<file path="config.mk">
export PLATFORM = sky130hd
export DESIGN_NAME = bounded_fifo_running_average
export DESIGN_NICKNAME = d
export VERILOG_FILES = /design/src/rtl/bfra_pkg.sv /design/src/rtl/bfra_store.sv /design/src/rtl/bfra_divider.sv /design/src/rtl/bounded_fifo_running_average.sv
export SDC_FILE = /design/constraint.sdc
export NUM_CORES = 1
export LEC_CHECK = 0
export ABC_CLOCK_PERIOD_IN_PS = 8200
export BUFFER_PORTS_ARGS = -buffer_cell sky130_fd_sc_hd__buf_2
export CORE_MARGIN = 3
export CORE_UTILIZATION = 66
export DETAILED_ROUTE_END_ITERATION = 8
export GPL_ROUTABILITY_DRIVEN = 0
export GPL_TIMING_DRIVEN = 0
export PLACE_DENSITY = 0.87
export SLEW_MARGIN = 30
export SYNTH_ARGS = -nofsm -noshare
export SYNTH_HDL_FRONTEND = slang
export SYNTH_SLANG_ARGS = --single-unit
</file>
<file path="constraint.sdc">
create_clock -name clk -period 8.2 [get_ports clk]
set_clock_uncertainty 0.15 [all_clocks]
set_input_delay 1.23 -clock clk [delete_from_list [all_inputs] [get_ports clk]]
set_output_delay 1.23 -clock clk [all_outputs]
set_load 0.02 [all_outputs]
</file>
<file path="src/rtl/bfra_pkg.sv">
// ----------------------------------------------------------------------------
// bfra_pkg
// Shared types and constants for the bounded fifo running average block.
// ----------------------------------------------------------------------------
`default_nettype none

package bfra_pkg;

  localparam int TAG_W               = 16;
  localparam int VALUE_W             = 10;
  localparam int KIND_W              = 2;
  localparam int ENTRY_W             = TAG_W + VALUE_W;
  localparam int DEFAULT_QUEUE_DEPTH = 8;

  typedef enum logic {
    OP_INSERT = 1'b0,
    OP_REMOVE = 1'b1
  } opcode_t;

  typedef enum logic [KIND_W-1:0] {
    KIND_MEAN    = 2'd0,
    KIND_REMOVED = 2'd1,
    KIND_EMPTY   = 2'd2
  } kind_t;

  typedef struct packed {
    logic               opcode;
    logic [TAG_W-1:0]   entry_tag;
    logic [VALUE_W-1:0] sample_value;
  } req_item_t;

  typedef struct packed {
    logic [KIND_W-1:0]  result_kind;
    logic [VALUE_W-1:0] mean_value;
    logic [TAG_W-1:0]   removed_tag;
  } rsp_item_t;

  typedef enum logic [2:0] {
    ST_IDLE,
    ST_EXEC,
    ST_DIV_START,
    ST_DIV_WAIT,
    ST_OUT
  } state_t;

endpackage

`default_nettype wire

</file>
<file path="src/rtl/bfra_store.sv">
// ----------------------------------------------------------------------------
// bfra_store
// Entry memory of the queue: one write port, one registered read port.
// ----------------------------------------------------------------------------
`default_nettype none

module bfra_store #(
  parameter int QUEUE_DEPTH = bfra_pkg::DEFAULT_QUEUE_DEPTH,
  localparam int IDX_W = (QUEUE_DEPTH > 1) ? $clog2(QUEUE_DEPTH) : 1
) (
  input  wire logic                         clk,
  input  wire logic                         wr_en,
  input  wire logic [IDX_W-1:0]             wr_addr,
  input  wire logic [bfra_pkg::ENTRY_W-1:0] wr_data,
  input  wire logic [IDX_W-1:0]             rd_addr,
  output logic      [bfra_pkg::ENTRY_W-1:0] rd_data
);
  import bfra_pkg::*;

  logic [ENTRY_W-1:0] mem [QUEUE_DEPTH];

  always_ff @(posedge clk) begin
    if (wr_en) begin
      mem[wr_addr] <= wr_data;
    end
  end

  always_ff @(posedge clk) begin
    rd_data <= mem[rd_addr];
  end

endmodule

`default_nettype wire

</file>
<file path="src/rtl/bfra_divider.sv">
// ----------------------------------------------------------------------------
// bfra_divider
// Restoring serial divider of sum by count, one quotient bit a cycle,
// followed by a round half to even step.
// ----------------------------------------------------------------------------
`default_nettype none

module bfra_divider #(
  parameter int QUEUE_DEPTH = bfra_pkg::DEFAULT_QUEUE_DEPTH,
  localparam int CNT_W = $clog2(QUEUE_DEPTH + 1),
  localparam int SUM_W = bfra_pkg::VALUE_W + CNT_W
) (
  input  wire logic                         clk,
  input  wire logic                         rst,
  input  wire logic                         start,
  input  wire logic [SUM_W-1:0]             dividend,
  input  wire logic [CNT_W-1:0]             divisor,
  output logic                              done,
  output logic      [bfra_pkg::VALUE_W-1:0] mean
);
  import bfra_pkg::*;

  localparam int ITER_W = $clog2(SUM_W + 1);

  logic              busy;
  logic [ITER_W-1:0] iter;
  logic [SUM_W-1:0]  quo;
  logic [CNT_W-1:0]  rem;
  logic [CNT_W-1:0]  div;
  logic [CNT_W:0]    shifted;
  logic [CNT_W:0]    diff;
  logic              fits;
  logic [CNT_W:0]    twice_rem;
  logic              round_up;

  always_comb begin
    shifted   = {rem, quo[SUM_W-1]};
    diff      = shifted - {1'b0, div};
    fits      = shifted >= {1'b0, div};
    twice_rem = {rem, 1'b0};
    round_up  = (twice_rem > {1'b0, div}) || ((twice_rem == {1'b0, div}) && quo[0]);
  end

  always_ff @(posedge clk) begin
    if (rst) begin
      busy <= 1'b0;
      done <= 1'b0;
      iter <= '0;
    end else begin
      done <= 1'b0;
      if (start) begin
        busy <= 1'b1;
        iter <= ITER_W'(SUM_W);
        quo  <= dividend;
        rem  <= '0;
        div  <= divisor;
      end else if (busy) begin
        if (iter != '0) begin
          iter <= iter - 1'b1;
          if (fits) begin
            rem <= diff[CNT_W-1:0];
            quo <= {quo[SUM_W-2:0], 1'b1};
          end else begin
            rem <= shifted[CNT_W-1:0];
            quo <= {quo[SUM_W-2:0], 1'b0};
          end
        end else begin
          // quotient never exceeds the largest sample value
          mean <= quo[VALUE_W-1:0] + VALUE_W'(round_up);
          done <= 1'b1;
          busy <= 1'b0;
        end
      end
    end
  end

endmodule

`default_nettype wire

</file>
<file path="src/rtl/bounded_fifo_running_average.sv">
// ----------------------------------------------------------------------------
// bounded_fifo_running_average
// Bounded queue of tagged samples with a running sum; an insert reports the
// rounded mean of the held samples, a remove reports the oldest tag (empty if none).
//
//   channel  direction  handshake          payload
//   req      in         req_valid/stall    opcode, entry_tag, sample_value
//   rsp      out        rsp_valid/stall    result_kind, mean_value, removed_tag
//
// one item at a time; req_stall is high from acceptance until the result is
// taken. a remove goes from the exec state to the output state; an insert
// passes on through divider start and the wait for the serial divider first.
// the next item can be taken in the cycle after the result at the earliest.
// rsp_stall holds the result in its output register.
// reset clears head, count and sum; the entry memory needs no clearing.
// ----------------------------------------------------------------------------
`default_nettype none

module bounded_fifo_running_average #(
  parameter int QUEUE_DEPTH = bfra_pkg::DEFAULT_QUEUE_DEPTH
) (
  input  wire logic                clk,
  input  wire logic                rst,
  input  wire logic                req_valid,
  output logic                     req_stall,
  input  wire bfra_pkg::req_item_t req,
  output logic                     rsp_valid,
  input  wire logic                rsp_stall,
  output bfra_pkg::rsp_item_t      rsp
);
  import bfra_pkg::*;

  localparam int IDX_W = (QUEUE_DEPTH > 1) ? $clog2(QUEUE_DEPTH) : 1;
  localparam int CNT_W = $clog2(QUEUE_DEPTH + 1);
  localparam int SUM_W = VALUE_W + CNT_W;

  state_t             state;
  state_t             state_next;
  req_item_t          item;
  logic [IDX_W-1:0]   head;
  logic [CNT_W-1:0]   count;
  logic [SUM_W-1:0]   sum;
  logic [ENTRY_W-1:0] rd_data;
  logic               full;
  logic [IDX_W:0]     tail_raw;
  logic [IDX_W:0]     tail_wrap;
  logic [IDX_W-1:0]   tail;
  logic [IDX_W-1:0]   head_inc;
  logic [SUM_W-1:0]   old_value;
  logic               wr_en;
  logic               div_start;
  logic               div_done;
  logic [VALUE_W-1:0] div_mean;

  always_comb begin
    full      = count == CNT_W'(QUEUE_DEPTH);
    tail_raw  = {1'b0, head} + (IDX_W + 1)'(count);
    tail_wrap = (tail_raw >= (IDX_W + 1)'(QUEUE_DEPTH))
                ? tail_raw - (IDX_W + 1)'(QUEUE_DEPTH) : tail_raw;
    tail      = tail_wrap[IDX_W-1:0];
    head_inc  = (head == IDX_W'(QUEUE_DEPTH - 1)) ? '0 : head + 1'b1;
    old_value = SUM_W'(rd_data[VALUE_W-1:0]);
    wr_en     = (state == ST_EXEC) && (item.opcode == OP_INSERT);
    div_start = state == ST_DIV_START;
    req_stall = state != ST_IDLE;
    rsp_valid = state == ST_OUT;
  end

  bfra_store #(
    .QUEUE_DEPTH(QUEUE_DEPTH)
  ) u_store (
    .clk    (clk),
    .wr_en  (wr_en),
    .wr_addr(tail),
    .wr_data({item.entry_tag, item.sample_value}),
    .rd_addr(head),
    .rd_data(rd_data)
  );

  bfra_divider #(
    .QUEUE_DEPTH(QUEUE_DEPTH)
  ) u_divider (
    .clk     (clk),
    .rst     (rst),
    .start   (div_start),
    .dividend(sum),
    .divisor (count),
    .done    (div_done),
    .mean    (div_mean)
  );

  always_ff @(posedge clk) begin
    if (rst) begin
      state <= ST_IDLE;
    end else begin
      state <= state_next;
    end
  end

  always_comb begin
    state_next = state;
    unique case (state)
      ST_IDLE: begin
        if (req_valid) begin
          state_next = ST_EXEC;
        end
      end
      ST_EXEC: begin
        state_next = (item.opcode == OP_INSERT) ? ST_DIV_START : ST_OUT;
      end
      ST_DIV_START: begin
        state_next = ST_DIV_WAIT;
      end
      ST_DIV_WAIT: begin
        if (div_done) begin
          state_next = ST_OUT;
        end
      end
      ST_OUT: begin
        if (!rsp_stall) begin
          state_next = ST_IDLE;
        end
      end
      default: begin
        state_next = ST_IDLE;
      end
    endcase
  end

  always_ff @(posedge clk) begin
    if (rst) begin
      head  <= '0;
      count <= '0;
      sum   <= '0;
    end else begin
      if (state == ST_EXEC) begin
        if (item.opcode == OP_INSERT) begin
          // when full the oldest item makes room for the new one
          sum <= sum - (full ? old_value : '0) + SUM_W'(item.sample_value);
          if (full) begin
            head <= head_inc;
          end else begin
            count <= count + 1'b1;
          end
        end else if (count != '0) begin
          sum   <= sum - old_value;
          head  <= head_inc;
          count <= count - 1'b1;
        end
      end
    end
  end

  always_ff @(posedge clk) begin
    if (state == ST_IDLE && req_valid) begin
      item <= req;
    end
    if (state == ST_EXEC && item.opcode == OP_REMOVE) begin
      if (count == '0) begin
        rsp <= '{result_kind: KIND_EMPTY, mean_value: '0, removed_tag: '0};
      end else begin
        rsp <= '{result_kind: KIND_REMOVED, mean_value: '0,
                 removed_tag: rd_data[ENTRY_W-1:VALUE_W]};
      end
    end
    if (state == ST_DIV_WAIT && div_done) begin
      rsp <= '{result_kind: KIND_MEAN, mean_value: div_mean, removed_tag: '0};
    end
  end

  a_count_bound: assert property (@(posedge clk) disable iff (rst)
    count <= CNT_W'(QUEUE_DEPTH))
    else $error("queue count beyond depth");

  a_empty_sum: assert property (@(posedge clk) disable iff (rst)
    (count == '0) |-> (sum == '0))
    else $error("running sum not zero on empty queue");

  a_done_in_wait: assert property (@(posedge clk) disable iff (rst)
    div_done |-> (state == ST_DIV_WAIT))
    else $error("divider result outside wait state");

  a_empty_kind: assert property (@(posedge clk) disable iff (rst)
    (rsp_valid && rsp.result_kind == KIND_EMPTY) |-> (count == '0))
    else $error("empty result with items held");

endmodule

`default_nettype wire
</file>
==> impl_metrics.tcl, run 1 <==
set metrics [dict create \
    status "completed" \
    cts_tree "built" \
    peakVddDrop_v 0.0003111 \
    reg2reg_depth 12 \
    chipHeight_um 155.1 \
    core_region_area_sq_mm 0.02142 \
    synth_top_area_frac 0.5670 \
    tightest_slew_ns 0.8522 \
    die-area_sq_mm 0.02405 \
    grt_pass1_wl_mm 51.13 \
    first_pass_iters 5 \
    viasPerCell 6.379 \
    powerDensity_mw_per_mm2 299.3 \
    yosys_warnings 0 \
    final_nets 1150 \
    switching_share 0.2970 \
    vias 8720 \
    timing.final.crit_period_ns 4.198 \
    final_util 0.7848 \
    crit_fanout 10 \
    hold_class "register to register" \
    p_clk_frac 0.318 \
    cts_inserted_buffers 34 \
    clk_latency_ns 0.52 \
    drt_iter0_drc 719 \
    p_int_w 0.003537 \
    drc 0 \
    multi_input_area_sq_mm 0.004532 \
    cts_root_buf "clkbuf_16" \
    avgSynthCellArea_sq_um 15.57 \
    yosysSeqAreaShare 0.6680 \
    seq_power_share 0.449 \
    p_comb_frac 0.233 \
    synth_top_area_cell "edfxtp_1" \
    final_cells 1367 \
    syn_to_final_growth_pct 14.58 \
    setup_violations 0 \
    critPathRequiredTime_ns 8.45 \
    synth-seq-cells 351 \
    synth_cells 942 \
    syn_area_sq_mm 0.01467 \
    timing.final.ws_setup_ns 4.002 \
    fillCellCount 1102 \
    clock_sinks 351 \
    antenna_found_initial 0 \
    wl_per_cell_um 24.02 \
    port_buffers 59 \
    crit_path_start_kind "register" \
    postCtsHoldBufs 0 \
    drv_slew 0 \
    cts_resized 0 \
    finish.instance_area_sq_mm 0.01681 \
    grt_pass1_vias 9140 \
    p_switching_w 0.001494 \
    rsz0062_at_grt "false" \
    yosys-top-cells-area "edfxtp_1 57%, dfxtp_1 10%, mux4_2 8.0%" \
    post-dp-hpwl_mm 21.65 \
    drtAntennaViolNets 0 \
    async_flop_share 0 \
    ys_types 63 \
    place_worst_setup_slack_ns 4.132 \
    finalCritPeriodShare 0.5119 \
    cp.arrival_ns 4.45 \
    worstHoldPathCells 1 \
    maxCapViolCount 0 \
    initial_utilization 0.6849 \
    cts_setup_buffers 0 \
    slew_headroom 0.4239 \
    tns_ns 0 \
    dpl-instance-area_sq_mm 0.01567 \
    grt_max_degree 21 \
    seq_area_sq_mm 0.009799 \
    diodes 0 \
    route.final.wire_length_mm 32.84 \
    crit_type "register to register" \
    cp-end-kind "register" \
    num_io_pins 61 \
    grt_usage 0.2797 \
    synth-edff-count 277 \
    grt-ovfl-total 0 \
    clk_pin_slew_ns 0.06 \
    p_leak_nw 6.176 \
    synth_nets 1026 \
    num_rows 53 \
    drive_above_1_share 0.2280 \
    finalHoldViolations 0 \
    fp.dieW_um 155.1 \
    cts_buffer_depth 3 \
    htree_levels 2 \
    max_freq_ghz 0.2382 \
    synth_ff_type "edfxtp_1" \
    dp.cells 1305 \
]
## power by group through the flow
| stage | clock (W) | sequential [W] | combinational (W) |
|---|---|---|---|
| finish | 0.00160 | 0.00226 | 0.00117 |
| detailed placement | 0 | 0.00229 | 0.00114 |
| global route | 0.00168 | 0.00228 | 0.00127 |
| CTS | 0.00161 | 0.00226 | 0.00116 |
| global placement | 0 | 0.00228 | 0.00106 |
| floorplan | 0 | 0.00229 | 0.000802 |
## per-layer routing
metal | wire length, um | part of all wire | up-vias | track usage
met5 | 0 | 0 | - | 0
met4 | 1187 | 0.036 | 0 | 0.1043
met3 | 2452 | 0.075 | 107 | 0.05035
met2 | 16830 | 0.51 | 456 | 0.4833
met1 | 12370 | 0.38 | 4332 | 0.3584
li1 | - | - | 3825 | -
## worst max-delay path: stages (launching register included)
cell	delay, ns
dfxtp_1	0.42
nor4b_1	0.80
clkbuf_1	0.41
and2_1	0.21
fa_1	0.43
inv_1	0.08
ha_1	0.28
a21o_1	0.22
nor3_1	0.18
nand3_1	0.21
a311oi_1	0.45
xnor2_1	0.18
o211ai_1	0.09
## worst paths after layout
path / from / endpoint / slack (ns)
max: count[0] / sum[13] / 4.00
min: u_store.rd_data[14] / rsp[4] / 0.31
max reg2reg: count[0] / sum[13] / 4.00
min reg2reg: u_store.rd_data[14] / rsp[4] / 0.31
## state kept, by name, summed over array words and instances, names as in the netlist
register,count
state,3
u_store.rd_data,26
u_store.mem,208
u_divider.div,4
u_divider.done,1
rsp,28
u_divider.busy,1
count,4
u_divider.mean,10
sum,14
item,27
head,3
u_divider.iter,4
u_divider.quo,14
u_divider.rem,4
## stage by stage
step | hold slack (ns) | total power (W)
4_1_cts | 0.3108 | 0.005035
3_3_place_gp | 0.2728 | 0.003340
2_1_floorplan | 0.2698 | 0.003088
5_1_grt | 0.3297 | 0.005233
6_report | 0.3100 | 0.005031
3_5_place_dp | 0.2799 | 0.003423
## cells by family (layout without fill, tap and decap cells)
| kind of cell | after synthesis | count (layout) | share of synthesized area |
|---|---|---|---|
| AOI/OAI and AO/OA | 143 | 143 | 0.06764 |
| xor gates and xnor gates | 29 | 29 | 0.01731 |
| adders and majority gates | 53 | 53 | 0.05237 |
| buffers and inverters | 102 | 252 | 0.02755 |
| DFF | 351 | 351 | 0.6680 |
| muxes | 84 | 84 | 0.1039 |
| and+or+nand+nor | 180 | 180 | 0.06329 |
## Yosys cell counts, types with 4 or more instances
library cell / n
o21ai_0: 24
inv_1: 68
and3_1: 6
ha_1: 39
a21o_1: 14
nand2_1: 38
a21oi_1: 31
a22o_1: 16
xor2_1: 11
nand2b_1: 8
o21a_1: 5
edfxtp_1: 277
mux4_2: 52
mux2i_1: 6
a31oi_1: 4
xnor2_1: 18
and2_1: 21
clkbuf_1: 22
nor3_1: 16
nor2b_1: 5
dfxtp_1: 74
or3_1: 6
a211oi_1: 13
buf_2: 11
o211ai_1: 5
fa_1: 14
nor2_1: 47
nand3_1: 12
mux2_2: 26
## layout make-up
class	instances	area share
multi-input cells	489	0.2696
plain buffers	34	0.008857
repair buffers	88	0.03483
clock inverters	17	0.01384
well taps	275	0.02047
flip-flops and latches	351	0.5830
inverters	68	0.01518
clock buffers	45	0.05426
## layout by cell type, fill, tap and decap left out, types with 4 or more instances in the layout
cell type  instances
nor2_1            44
buf_2             79
inv_1             68
fa_1              14
nor2b_1            5
ha_1              39
buf_4             12
nor3_2             5
a31oi_1            4
and3_1             6
o21a_1             5
a21o_1            14
nand2b_1           8
edfxtp_1         277
xor2_1            11
bufinv_16          4
a211oi_1          13
buf_16             4
o21ai_0           24
clkbuf_1          31
o211ai_1           5
nand3_1           12
nand2_1           38
clkbuf_16         34
buf_6              5
and2_1            21
mux2_2            26
xnor2_1           18
nor3_1            11
a22o_1            16
mux4_2            52
mux2i_1            6
a21oi_1           30
or3_1              6
clkinv_2           6
dfxtp_1           74
Power figures use the tool's default switching activity.
==> run 2, diff against run 1 <==
- ABC_CLOCK_PERIOD_IN_PS: 8200 -> 3400
- CORE_UTILIZATION: 66 -> 55
- PLACE_DENSITY: 0.87 -> 0.78
- clock period: 8.2 -> 3.4 ns (I/O delays scaled with it)
==> run 2 against run 1 <==
  * Worst setup slack worse by 3.9 ns
  * Routed wire length shrank 7.7%
  * Final area rose by 3.1%
  * First-iteration DRC count is 12% lower
  * Worst hold slack worse by 0.29 ns
  * Register-to-register slack worse by 3.9 ns
  * Fmax up 27%
  * Critical path depth rose by 1
  * Highest routed layer unchanged
==> impl_metrics.tcl, run 2 (synthesis gave the netlist of run 1 again) <==
set metrics [dict create \
    hold_class "primary input to register" \
    regMostFlops "u_store.mem" \
    fillCellCount 1738 \
    cp-end-kind "register" \
    htree_levels 2 \
    tns_ns 0 \
    layout_commonest_cell "edfxtp_1" \
    grt_use_met1 0.2911 \
    crit_path_start_kind "register" \
    grt-ovfl-total 0 \
    num_rows 59 \
    finalCritPeriodShare 0.9740 \
    whs_ns 0.02004 \
    met2_usage 0.3598 \
    mostFrequentLayoutCells "277 x edfxtp_1, 70 x buf_2, 70 x dfxtp_1, 67 x inv_1, 52 x mux4_2" \
    clk_pin_slew_ns 0.06 \
    tightest_slew_ns 0.9006 \
    cts_buffer_depth 3 \
    core_region_area_sq_mm 0.02613 \
    port_buffers 59 \
    max_freq_ghz 0.3020 \
    largest_register_ffs 208 \
    grt_usage 0.2139 \
    grt_pass1_wl_mm 47.34 \
    drive_above_1_share 0.2387 \
    drtAntennaViolNets 0 \
    grt_pass1_vias 8511 \
    cts_inserted_buffers 36 \
    finalHoldViolations 0 \
    die-area_sq_mm 0.02867 \
    powerDensity_mw_per_mm2 716.8 \
    reg_top3 "u_store.mem: 208 flops, rsp: 28 flops, item: 27 flops" \
    viasPerCell 5.817 \
    final_nets 1166 \
    grtUsageMet3 0.03611 \
    peakVddDrop_v 0.0005494 \
    multi_input_area_sq_mm 0.004698 \
    cp.arrival_ns 3.55 \
    clock_sinks 351 \
    critPathRequiredTime_ns 3.64 \
    timing.final.ws_setup_ns 0.08845 \
    slew_headroom 0.3996 \
    antenna_found_initial 0 \
    initial_utilization 0.5614 \
    fp.dieW_um 169.3 \
    grt.busiest_layer "met2" \
    place_worst_setup_slack_ns -0.6447 \
    drt_iter0_drc 633 \
    route.final.wire_length_mm 30.32 \
    rsz0062_at_grt "true" \
    setup_violations 0 \
    cts_root_buf "clkbuf_16" \
    p_leak_nw 6.305 \
    syn_to_final_growth_pct 18.18 \
    finish.instance_area_sq_mm 0.01734 \
    grt_max_degree 21 \
    num_io_pins 61 \
    final_util 0.6635 \
    drv_slew 0 \
    chipHeight_um 169.3 \
    clk_latency_ns 0.53 \
    maxCapViolCount 0 \
    seq_area_sq_mm 0.009809 \
    dpl-instance-area_sq_mm 0.01573 \
    drc 0 \
    wl_per_cell_um 20.98 \
    crit_fanout 8 \
    cts_tree "built" \
    post-dp-hpwl_mm 19.64 \
    vias 8406 \
    first_pass_iters 5 \
    timing.final.crit_period_ns 3.312 \
    diodes 0 \
    crit_type "register to register" \
    status "completed" \
]
==> run 2: stage by stage <==
stage / total power, W / std cells
4_1_cts: 0.01226 / 1442
2_1_floorplan: 0.007456 / 942
5_1_grt: 0.01303 / 1445
3_5_place_dp: 0.008241 / 1352
6_report: 0.01243 / 1445
3_3_place_gp: 0.008087 / 1336
==> run 2: power by group <==
part / total, W / switching (W) / internal (W) / leakage [nW]
registers: 0.00543 / 0.000296 / 0.00514 / 3.13
clock network: 0.00395 / 0.00161 / 0.00234 / 0.591
logic: 0.00304 / 0.00175 / 0.00130 / 2.59
total: 0.0124 / 0.00365 / 0.00878 / 6.30
==> run 2: final timing paths <==
check / start / end / slack, ns / depth (start not counted)
hold / removal: req[5] / item[5] / 0.02 / 1
setup reg to reg: count[0] / sum[8] / 0.09 / 13
setup / recovery: count[0] / sum[8] / 0.09 / 13
hold reg to reg: u_store.rd_data[19] / rsp[9] / 0.29 / 1
==> run 2: what timing repair did <==
action,4_1_cts,5_1_grt
setup buffers,1,2
resized for setup,10,22
cloned,0,1
endpoints found under the hold margin,23,0
pin swaps,2,6
hold buffers,23,0
endpoints found under the setup margin,27,13
==> run 2: cell type report <==
type | count | share of cell area
Multi-Input combinational cell | 489 | 0.2710
Clock inverter | 17 | 0.01133
Sequential cell | 351 | 0.5658
Timing Repair Buffer | 102 | 0.04554
Clock buffer | 49 | 0.05831
Tap cell | 335 | 0.02418
Buffer | 34 | 0.009165
Inverter | 68 | 0.01472
==> run 2: worst max-delay path, cell delays in order (launching register included) <==
cell	delay [ns]
dfxtp_2	0.44
nor4b_4	0.07
buf_4	0.16
clkbuf_8	0.15
and2_1	0.16
fa_1	0.47
inv_1	0.04
ha_1	0.33
nor2b_4	0.16
o31ai_4	0.32
a21oi_2	0.12
or3_1	0.32
a21oi_1	0.22
a2111oi_2	0.07
==> run 2: layer usage <==
| layer | part of all wire | vias to the layer above |
|---|---|---|
| met5 | 0 | - |
| met4 | 0.028 | 0 |
| met3 | 0.057 | 58 |
| met2 | 0.50 | 281 |
| met1 | 0.41 | 4201 |
| li1 | - | 3866 |
